File: src/rtl/eps_pkg.sv
// ----------------------------------------------------------------------------
// eps_pkg: shared types and constants for the ellipse paint and score block
// Payload structs, register indexes, arithmetic widths and the channel
// difference and saturating add helpers.
// ----------------------------------------------------------------------------
`timescale 1ns / 1ps

package eps_pkg;

  // Frame geometry
  localparam int unsigned COORD_W  = 10;
  localparam int unsigned MAX_SIDE = 1024;

  // Configuration port
  localparam int unsigned CFG_IDX_W  = 3;
  localparam int unsigned CFG_DATA_W = 24;

  typedef enum logic [CFG_IDX_W-1:0] {
    REG_CENTER_X   = 3'd0,
    REG_CENTER_Y   = 3'd1,
    REG_SEMI_MAJOR = 3'd2,
    REG_SEMI_MINOR = 3'd3,
    REG_COS_ANGLE  = 3'd4,
    REG_SIN_ANGLE  = 3'd5,
    REG_FILL_COLOR = 3'd6
  } cfg_reg_e;

  // Arithmetic widths
  localparam int unsigned AX_W   = 10;              // semi-axis
  localparam int unsigned AX2_W  = 2 * AX_W;        // squared semi-axis
  localparam int unsigned AB2_W  = 2 * AX2_W;       // a^2 * b^2
  localparam int unsigned RHS_SH = 28;              // Q1.14 squared scale
  localparam int unsigned ROT_W  = 28;              // signed rotated coordinate
  localparam int unsigned SQ_W   = 2 * (ROT_W - 1); // squared magnitude
  localparam int unsigned ACC_W  = 75;              // left-hand sum
  localparam int unsigned MUL_W  = 33;              // multiplier operand
  localparam int unsigned PROD_W = 64;              // kept product bits
  localparam int unsigned DIFF_W = 10;              // summed channel difference

  // Input word
  typedef struct packed {
    logic [COORD_W-1:0] pixel_x;
    logic [COORD_W-1:0] pixel_y;
    logic [31:0]        canvas_pixel;
    logic [31:0]        target_pixel;
    logic               last_pixel;
  } pix_in_t;

  // Output word
  typedef struct packed {
    logic [31:0] painted_pixel;
    logic        covered;
    logic [31:0] score_painted;
    logic [31:0] score_unpainted;
    logic        improves;
  } pix_out_t;

  // Sum of absolute RGB channel differences, alpha ignored
  function automatic logic [DIFF_W-1:0] chan_diff(input logic [23:0] p,
                                                  input logic [23:0] q);
    logic [DIFF_W-1:0] s;
    logic [7:0]        a;
    logic [7:0]        b;
    s = '0;
    for (int i = 0; i < 3; i++) begin
      a = p[8*i +: 8];
      b = q[8*i +: 8];
      s = s + DIFF_W'((a > b) ? (a - b) : (b - a));
    end
    return s;
  endfunction

  // Saturating 32-bit add of a channel difference
  function automatic logic [31:0] sat_add(input logic [31:0] s,
                                          input logic [DIFF_W-1:0] d);
    logic [32:0] r;
    r = {1'b0, s} + 33'(d);
    return r[32] ? 32'hFFFF_FFFF : r[31:0];
  endfunction

endpackage

File: src/rtl/ellipse_paint_and_score.sv
// ----------------------------------------------------------------------------
// ellipse_paint_and_score: rotated ellipse inside test with paint and score
// Tests each streamed pixel against a configured rotated ellipse, paints the
// covered ones and keeps two saturating difference sums for the frame.
// ----------------------------------------------------------------------------
// Usage:
//   Pixel words enter on in_valid_i/in_ready_o and leave on
//   out_valid_o/out_ready_i, one output word per input word, in order.
//   The configuration registers are written through cfg_we_i, cfg_index_i and
//   cfg_wdata_i while no pixel is in flight; writes take effect at once.
//   An accepted pixel runs through a sequencer that drives one shared 33x33
//   signed multiplier: thirteen products (squared axes, rotation, squared
//   magnitudes and the split wide products) over steps 0 to 12, then a
//   finish cycle compares and updates the sums. The output word is
//   registered at the end of the finish cycle, and a new pixel is taken
//   only after the previous one has left the finish cycle.
//   A finished word sits in the output register until taken; the next pixel
//   is accepted meanwhile and its finish cycle waits while the register is
//   still full, so a stalled receiver holds the block without losing words.
//   Reset clears both sums, empties the output register and loads the
//   register defaults (unit circle, centre 0, fill black).
// ----------------------------------------------------------------------------
`timescale 1ns / 1ps

module ellipse_paint_and_score (
  input  logic                       clk_i,
  input  logic                       rst_ni,
  // configuration write port
  input  logic                       cfg_we_i,
  input  logic [eps_pkg::CFG_IDX_W-1:0]  cfg_index_i,
  input  logic [eps_pkg::CFG_DATA_W-1:0] cfg_wdata_i,
  // pixel input
  input  logic                       in_valid_i,
  output logic                       in_ready_o,
  input  eps_pkg::pix_in_t           in_data_i,
  // pixel output
  output logic                       out_valid_o,
  input  logic                       out_ready_i,
  output eps_pkg::pix_out_t          out_data_o
);
  import eps_pkg::*;

  localparam logic [1:0] ST_IDLE = 2'd0;
  localparam logic [1:0] ST_CALC = 2'd1;
  localparam logic [1:0] ST_DONE = 2'd2;

  localparam logic [3:0] LAST_STEP = 4'd13;

  // Configuration registers
  logic [COORD_W-1:0] center_x_q, center_y_q;
  logic [AX_W-1:0]    semi_major_q, semi_minor_q;
  logic signed [15:0] cos_q, sin_q;
  logic [23:0]        fill_q;

  // Control
  logic [1:0] state_q, state_d;
  logic [3:0] step_q;

  // Per-pixel working registers
  logic signed [COORD_W:0] xc_q, yc_q;
  logic                    boxed_q, last_q;
  logic [31:0]             canvas_q;
  logic [DIFF_W-1:0]       diff_fill_q, diff_canvas_q;
  logic [AX2_W-1:0]        a2_q, b2_q;
  logic signed [ROT_W-1:0] u_q, v_q;
  logic [SQ_W-1:0]         squ_q, sqv_q;
  logic [AB2_W-1:0]        ab2_q;
  logic [ACC_W-1:0]        acc_q;

  // Shared multiplier
  logic signed [MUL_W-1:0]   mul_a, mul_b;
  logic signed [2*MUL_W-1:0] mul_p;
  logic [PROD_W-1:0]         prod_q;

  // Sums and output register
  logic [31:0] psum_q, usum_q;
  logic        out_valid_q;
  pix_out_t    out_q;

  // Bounding box
  logic [AX_W-1:0]    bb;
  logic [COORD_W:0]   x0, x1, y0, y1;
  logic               boxed_in;

  // Finish-cycle results
  logic              covered;
  logic [DIFF_W-1:0] diff_sel;
  logic [31:0]       psum_new, usum_new;
  logic              out_load;

  assign in_ready_o  = (state_q == ST_IDLE);
  assign out_valid_o = out_valid_q;
  assign out_data_o  = out_q;

  // Box around the centre, lower edge clamped at zero, upper at the frame
  always_comb begin
    bb = (semi_major_q > semi_minor_q) ? semi_major_q : semi_minor_q;
    x0 = (center_x_q < bb) ? '0 : (COORD_W+1)'(center_x_q - bb);
    y0 = (center_y_q < bb) ? '0 : (COORD_W+1)'(center_y_q - bb);
    x1 = (COORD_W+1)'(center_x_q) + (COORD_W+1)'(bb);
    y1 = (COORD_W+1)'(center_y_q) + (COORD_W+1)'(bb);
    if (x1 > (COORD_W+1)'(MAX_SIDE)) x1 = (COORD_W+1)'(MAX_SIDE);
    if (y1 > (COORD_W+1)'(MAX_SIDE)) y1 = (COORD_W+1)'(MAX_SIDE);
    boxed_in = ((COORD_W+1)'(in_data_i.pixel_x) >= x0) &&
               ((COORD_W+1)'(in_data_i.pixel_x) <  x1) &&
               ((COORD_W+1)'(in_data_i.pixel_y) >= y0) &&
               ((COORD_W+1)'(in_data_i.pixel_y) <  y1);
  end

  // Configuration writes
  always_ff @(posedge clk_i or negedge rst_ni) begin
    if (!rst_ni) begin
      center_x_q   <= '0;
      center_y_q   <= '0;
      semi_major_q <= AX_W'(1);
      semi_minor_q <= AX_W'(1);
      cos_q        <= 16'sd16384;
      sin_q        <= '0;
      fill_q       <= '0;
    end else if (cfg_we_i) begin
      case (cfg_index_i)
        REG_CENTER_X:   center_x_q   <= cfg_wdata_i[COORD_W-1:0];
        REG_CENTER_Y:   center_y_q   <= cfg_wdata_i[COORD_W-1:0];
        REG_SEMI_MAJOR: semi_major_q <= cfg_wdata_i[AX_W-1:0];
        REG_SEMI_MINOR: semi_minor_q <= cfg_wdata_i[AX_W-1:0];
        REG_COS_ANGLE:  cos_q        <= cfg_wdata_i[15:0];
        REG_SIN_ANGLE:  sin_q        <= cfg_wdata_i[15:0];
        REG_FILL_COLOR: fill_q       <= cfg_wdata_i[23:0];
        default: ;
      endcase
    end
  end

  // Select multiplier operands for the current step
  always_comb begin
    mul_a = '0;
    mul_b = '0;
    case (step_q)
      4'd0:  begin mul_a = MUL_W'(semi_major_q); mul_b = MUL_W'(semi_major_q); end
      4'd1:  begin mul_a = MUL_W'(semi_minor_q); mul_b = MUL_W'(semi_minor_q); end
      4'd2:  begin mul_a = MUL_W'(xc_q);         mul_b = MUL_W'(cos_q);        end
      4'd3:  begin mul_a = MUL_W'(yc_q);         mul_b = MUL_W'(sin_q);        end
      4'd4:  begin mul_a = MUL_W'(xc_q);         mul_b = MUL_W'(sin_q);        end
      4'd5:  begin mul_a = MUL_W'(yc_q);         mul_b = MUL_W'(cos_q);        end
      4'd6:  begin mul_a = MUL_W'(u_q);          mul_b = MUL_W'(u_q);          end
      4'd7:  begin mul_a = MUL_W'(a2_q);         mul_b = MUL_W'(b2_q);         end
      4'd8:  begin mul_a = MUL_W'(v_q);          mul_b = MUL_W'(v_q);          end
      4'd9:  begin mul_a = MUL_W'(squ_q[31:0]);  mul_b = MUL_W'(b2_q);         end
      4'd10: begin mul_a = MUL_W'(squ_q[SQ_W-1:32]); mul_b = MUL_W'(b2_q);     end
      4'd11: begin mul_a = MUL_W'(sqv_q[31:0]);  mul_b = MUL_W'(a2_q);         end
      4'd12: begin mul_a = MUL_W'(sqv_q[SQ_W-1:32]); mul_b = MUL_W'(a2_q);     end
      default: ;
    endcase
    mul_p = mul_a * mul_b;
  end

  // Register the product
  always_ff @(posedge clk_i) begin
    prod_q <= mul_p[PROD_W-1:0];
  end

  // Finish: inside test, paint and sum update
  always_comb begin
    covered  = boxed_q && (acc_q <= ACC_W'({ab2_q, {RHS_SH{1'b0}}}));
    diff_sel = covered ? diff_fill_q : diff_canvas_q;
    psum_new = boxed_q ? sat_add(psum_q, diff_sel)      : psum_q;
    usum_new = boxed_q ? sat_add(usum_q, diff_canvas_q) : usum_q;
    out_load = (state_q == ST_DONE) && (!out_valid_q || out_ready_i);
  end

  // Sequencer next state
  always_comb begin
    state_d = state_q;
    case (state_q)
      ST_IDLE: if (in_valid_i) state_d = ST_CALC;
      ST_CALC: if (step_q == LAST_STEP) state_d = ST_DONE;
      ST_DONE: if (out_load) state_d = ST_IDLE;
      default: state_d = ST_IDLE;
    endcase
  end

  // Advance the sequencer, hold the sums and the output valid
  always_ff @(posedge clk_i or negedge rst_ni) begin
    if (!rst_ni) begin
      state_q     <= ST_IDLE;
      step_q      <= '0;
      psum_q      <= '0;
      usum_q      <= '0;
      out_valid_q <= 1'b0;
    end else begin
      state_q <= state_d;
      if (state_q == ST_CALC) begin
        step_q <= step_q + 4'd1;
      end else begin
        step_q <= '0;
      end
      if (out_load) begin
        psum_q      <= last_q ? '0 : psum_new;
        usum_q      <= last_q ? '0 : usum_new;
        out_valid_q <= 1'b1;
      end else if (out_ready_i) begin
        out_valid_q <= 1'b0;
      end
    end
  end

  // Capture the word, consume the previous step's product and load the output word
  always_ff @(posedge clk_i) begin
    if (in_valid_i && in_ready_o) begin
      xc_q          <= $signed({1'b0, in_data_i.pixel_x}) - $signed({1'b0, center_x_q});
      yc_q          <= $signed({1'b0, in_data_i.pixel_y}) - $signed({1'b0, center_y_q});
      boxed_q       <= boxed_in;
      last_q        <= in_data_i.last_pixel;
      canvas_q      <= in_data_i.canvas_pixel;
      diff_fill_q   <= chan_diff(in_data_i.target_pixel[23:0], fill_q);
      diff_canvas_q <= chan_diff(in_data_i.target_pixel[23:0],
                                 in_data_i.canvas_pixel[23:0]);
    end
    if (state_q == ST_CALC) begin
      case (step_q)
        4'd1:  a2_q  <= prod_q[AX2_W-1:0];
        4'd2:  b2_q  <= prod_q[AX2_W-1:0];
        4'd3:  u_q   <= $signed(prod_q[ROT_W-1:0]);
        4'd4:  u_q   <= u_q - $signed(prod_q[ROT_W-1:0]);
        4'd5:  begin
          u_q <= u_q[ROT_W-1] ? -u_q : u_q;
          v_q <= $signed(prod_q[ROT_W-1:0]);
        end
        4'd6:  v_q   <= v_q + $signed(prod_q[ROT_W-1:0]);
        4'd7:  begin
          v_q   <= v_q[ROT_W-1] ? -v_q : v_q;
          squ_q <= prod_q[SQ_W-1:0];
        end
        4'd8:  ab2_q <= prod_q[AB2_W-1:0];
        4'd9:  sqv_q <= prod_q[SQ_W-1:0];
        4'd10: acc_q <= ACC_W'(prod_q);
        4'd11: acc_q <= acc_q + {prod_q[ACC_W-33:0], 32'b0};
        4'd12: acc_q <= acc_q + ACC_W'(prod_q);
        4'd13: acc_q <= acc_q + {prod_q[ACC_W-33:0], 32'b0};
        default: ;
      endcase
    end
    if (out_load) begin
      out_q.painted_pixel   <= covered ? {8'hFF, fill_q} : canvas_q;
      out_q.covered         <= covered;
      out_q.score_painted   <= psum_new;
      out_q.score_unpainted <= usum_new;
      out_q.improves        <= last_q && (psum_new < usum_new);
    end
  end

  // An accepted word starts the sequencer at its first step
  a_start: assert property (@(posedge clk_i) disable iff (!rst_ni)
    (in_valid_i && in_ready_o) |=> (state_q == ST_CALC && step_q == 4'd0))
    else $error("sequencer did not start on an accepted word");

  // A new output word only comes out of the finish cycle
  a_out_src: assert property (@(posedge clk_i) disable iff (!rst_ni)
    $rose(out_valid_q) |-> $past(state_q == ST_DONE))
    else $error("output word loaded outside the finish cycle");

  // A covered pixel carries the opaque fill
  a_paint: assert property (@(posedge clk_i) disable iff (!rst_ni)
    (out_valid_o && out_data_o.covered) |-> (out_data_o.painted_pixel[31:24] == 8'hFF))
    else $error("covered pixel without opaque alpha");

  // Improvement only when the painted score is strictly lower
  a_improve: assert property (@(posedge clk_i) disable iff (!rst_ni)
    (out_valid_o && out_data_o.improves) |->
      (out_data_o.score_painted < out_data_o.score_unpainted))
    else $error("improves flag disagrees with the scores");

endmodule
File: config.mk
export PLATFORM = sky130hd
export DESIGN_NAME = ellipse_paint_and_score
export DESIGN_NICKNAME = d
export VERILOG_FILES = /design/src/rtl/eps_pkg.sv /design/src/rtl/ellipse_paint_and_score.sv
export SDC_FILE = /design/constraint.sdc
export NUM_CORES = 2
export LEC_CHECK = 0
export BUFFER_PORTS_ARGS = -buffer_cell sky130_fd_sc_hd__buf_2
export CORE_ASPECT_RATIO = 2
export CORE_MARGIN = 2
export CORE_UTILIZATION = 59
export CTS_CLUSTER_SIZE = 30
export DETAILED_ROUTE_END_ITERATION = 7
export GPL_ROUTABILITY_DRIVEN = 0
export PLACE_DENSITY = 0.77
export SETUP_SLACK_MARGIN = 0.15
export SYNTH_ARGS = -nofsm -noshare
export SYNTH_HDL_FRONTEND = slang
export SYNTH_SLANG_ARGS = --single-unit
File: constraint.sdc
create_clock -name clk_i -period 10.51 [get_ports clk_i]
set_clock_uncertainty 0.15 [all_clocks]
set_input_delay 1.5765 -clock clk_i [delete_from_list [all_inputs] [get_ports clk_i]]
set_output_delay 1.5765 -clock clk_i [all_outputs]
set_load 0.02 [all_outputs]
==> flow_summary.yaml <==
outcome:
  violations: "DRC"
  status: "finished with violations"
setup_path:
  critPathTopFamily: "adder cells"
  crit_type: "flop to flop"
  critPathBufInv: 7
  crit_path_start_kind: "flop"
  crit_top_cell: "fa_1"
  critPathSlowestCell: "fa_2"
  crit_path_end_kind: "flop"
  path_max_fanout: 13
  required_ns: 10.92
  slowest_delay_ns: 0.67
  cp.arrival_ns: 10.66
die:
  die_x_um: 275
  coreArea_um2: 145000
  initial_utilization_pct: 59.4
  rows: 198
  die_y_um: 545
  dieArea_um2: 150000
  ios: 217
sta:
  setup_viol: 0
  layout_setup_ws_ns: 0.257
  fmax_mhz: 97.5
  final_hold_viol_count: 0
  worstMarginPinSlew_ns: 1.43
  maxSlewHeadroom_pct: 4.52
  fin_crit_sh_pct: 97.6
  drv_slew: 0
  rsz0062_at_grt: "yes"
  period_minus_slack_ns: 10.25
drt:
  postRouteAntennaNets: 0
  drt_pass1_iterations: 8
  drc: 33
  wl_per_cell_um: 26.5
  num_vias: 72678
  vias_per_cell: 6.44
  dr.first_iter.drc_count: 7498
  routed_wl_um: 299000
logic_synthesis:
  synth_ff_type: "edfxtp_1"
  synth-async-reset-ratio_pct: 23.1
  synthesis.area_um2: 86400
  syn_nets: 11098
  ys_warn_count: 0
  synth-edff-count: 493
  synth-seq-cells: 724
  syn_avg_cell_area_um2: 9.46
  synth_seq_area_share_pct: 23.4
  syn_inst: 9139
  ys_types: 84
cts:
  cts_root_buf: "clkbuf_16"
  clk_path_buf_depth: 3
  cts_buffers: 71
  clkTransAtPathRegs_ns: 0.07
  cts_hold_buf: 0
  clock_sinks: 724
  h-tree-depth: 3
  tritoncts: "yes"
  clkLatencyLatePin_ns: 0.73
global_routing:
  grt_usage_pct: 41.2
  overflow: 0
  grt_max_degree: 98
  antenna_found_initial: 39
  grt_pass1_vias: 77269
  grt_pass1_wl_um: 455000
layout:
  filler_cell_count: 11326
  areaGrowthSynthToFinish_pct: 8.39
  nets: 11268
  drive_above_1_share_pct: 9.36
job:
  drv_cap: 0
hold_path:
  hp-class: "flop to flop"
placed_design:
  io_buffer_count: 208
  post-dp-hpwl_um: 228000
  place_ws_ns: -0.0925
==> sequential cells by signal (all words and copies together), names as in the netlist, 16 cells and up <==
register    flops
canvas_q       32
fill_q         24
acc_q          75
a2_q           20
v_q            28
b2_q           20
out_data_o     98
sin_q          16
squ_q          54
usum_q         32
ab2_q          40
sqv_q          54
psum_q         32
cos_q          16
prod_q         64
u_q            28
==> synth_stat cells, types with 17 or more instances <==
library cell,count,area (µm²)
inv_1,1544,5800
fa_1,1147,23000
nand2_1,984,3690
ha_1,695,8700
nor2_1,591,2220
edfxtp_1,493,14800
a21oi_1,436,2180
o21ai_0,372,1860
clkbuf_1,342,1280
xnor2_1,274,2400
a21o_1,190,1430
dfrtp_1,164,4100
xor2_1,136,1190
nand3_1,127,636
mux2_2,102,1150
nor2b_1,94,588
nand4_1,93,582
and3_1,90,563
o21bai_1,90,676
and2_1,83,519
a22oi_1,82,616
nor3_1,82,410
nand2b_1,70,438
o21a_1,70,526
dfxtp_1,64,1280
a22o_1,62,543
a211oi_1,47,353
nor4_1,45,282
mux2i_1,44,440
a31oi_1,41,257
buf_1,38,143
or3_1,31,194
o22a_1,28,245
o31ai_1,26,195
a221oi_1,25,219
o211ai_1,24,180
a222oi_1,23,230
a31o_2,21,184
or4_1,19,143
a221o_1,17,170
==> worst reg2reg max path, delay by kind of cell (launching register included) <==
family / cells / cell delay, ns
xor+xnor: 1 / 0.13
flops: 1 / 0.56
fa+ha+maj: 9 / 4.49
buf+inv: 7 / 0.76
compound gates: 7 / 1.88
simple gates: 9 / 2.15
==> cell type report <==
type / count / area, µm² / share of cell area (%)
Antenna cell: 27 / 67.6 / 0.0721
Clock buffer: 82 / 1910 / 2.04
Clock inverter: 48 / 564 / 0.602
Inverter: 1546 / 5820 / 6.21
Multi-Input combinational cell: 6489 / 59500 / 63.5
Sequential cell: 724 / 20300 / 21.6
Tap cell: 1900 / 2380 / 2.54
Timing Repair Buffer: 477 / 3210 / 3.43
==> stage by stage <==
stage	area, µm²	hold WS [ns]	std cells	util [%]	setup TNS (ns)
2_1_floorplan	86400	0.293	9139	-	0
3_3_place_gp	90800	0.336	11132	62.4	0
3_5_place_dp	90800	0.347	11132	62.4	-0.0925
4_1_cts	93300	0.365	11262	64.1	0
5_1_grt	93600	0.379	11276	64.4	0
6_report	93700	0.366	11293	64.4	0
==> cell families after synthesis <==
logic type	after synthesis	share of synthesized area, %
flops	724	23.4
xor+xnor	410	4.15
buf+inv	1926	8.36
fa+ha+maj	1842	36.6
simple gates	2376	12.5
mux	146	1.84
compound gates	1715	13.0
==> cells in the final DEF, fill, tap and decap left out, types with 124 or more instances in the layout <==
| cell type | count |
|---|---|
| a21o_1 | 190 |
| a21oi_1 | 433 |
| buf_2 | 207 |
| buf_4 | 252 |
| dfrtp_1 | 163 |
| edfxtp_1 | 493 |
| fa_1 | 1135 |
| ha_1 | 693 |
| inv_1 | 1543 |
| nand2_1 | 972 |
| nand3_1 | 124 |
| nor2_1 | 582 |
| o21ai_0 | 371 |
| xnor2_1 | 274 |
| xor2_1 | 136 |
==> metal layers <==
layer	global-route usage, %	wire, µm	vias up
met4	44.8	42700	22
met5	0.954	241	-
met1	38.6	84100	35279
met2	66.1	142000	4684
li1	-	-	30618
met3	14.4	30500	2075
==> worst paths after layout <==
kind | slack, ns | to | cells past startpoint | startpoint
hold / removal | 0.37 | cos_q[7]$_DFFE_PN0P_ | 1 | cos_q[7]$_DFFE_PN0P_
max in group asynchronous | 8.02 | usum_q[31]$_DFFE_PN0P_ | 2 | rst_ni
min in group asynchronous | 0.71 | center_x_q[4]$_DFFE_PN0P_ | 1 | rst_ni
setup reg to reg | 0.26 | prod_q[62]$_DFF_P_ | 33 | step_q[2]$_DFF_PN0_
hold reg to reg | 0.37 | cos_q[7]$_DFFE_PN0P_ | 1 | cos_q[7]$_DFFE_PN0P_
setup / recovery | 0.26 | prod_q[62]$_DFF_P_ | 33 | step_q[2]$_DFF_PN0_
==> timing repair <==
| item | in CTS | in global routing |
|---|---|---|
| pin swaps | 0 | 5 |
| gates resized for setup | 12 | 95 |
| endpoints found under the setup margin | 7 | 34 |
| setup buffers | 0 | 4 |
Power is not shown: default switching activity piles up to over one toggle a cycle in this logic, so the estimate is an artifact.
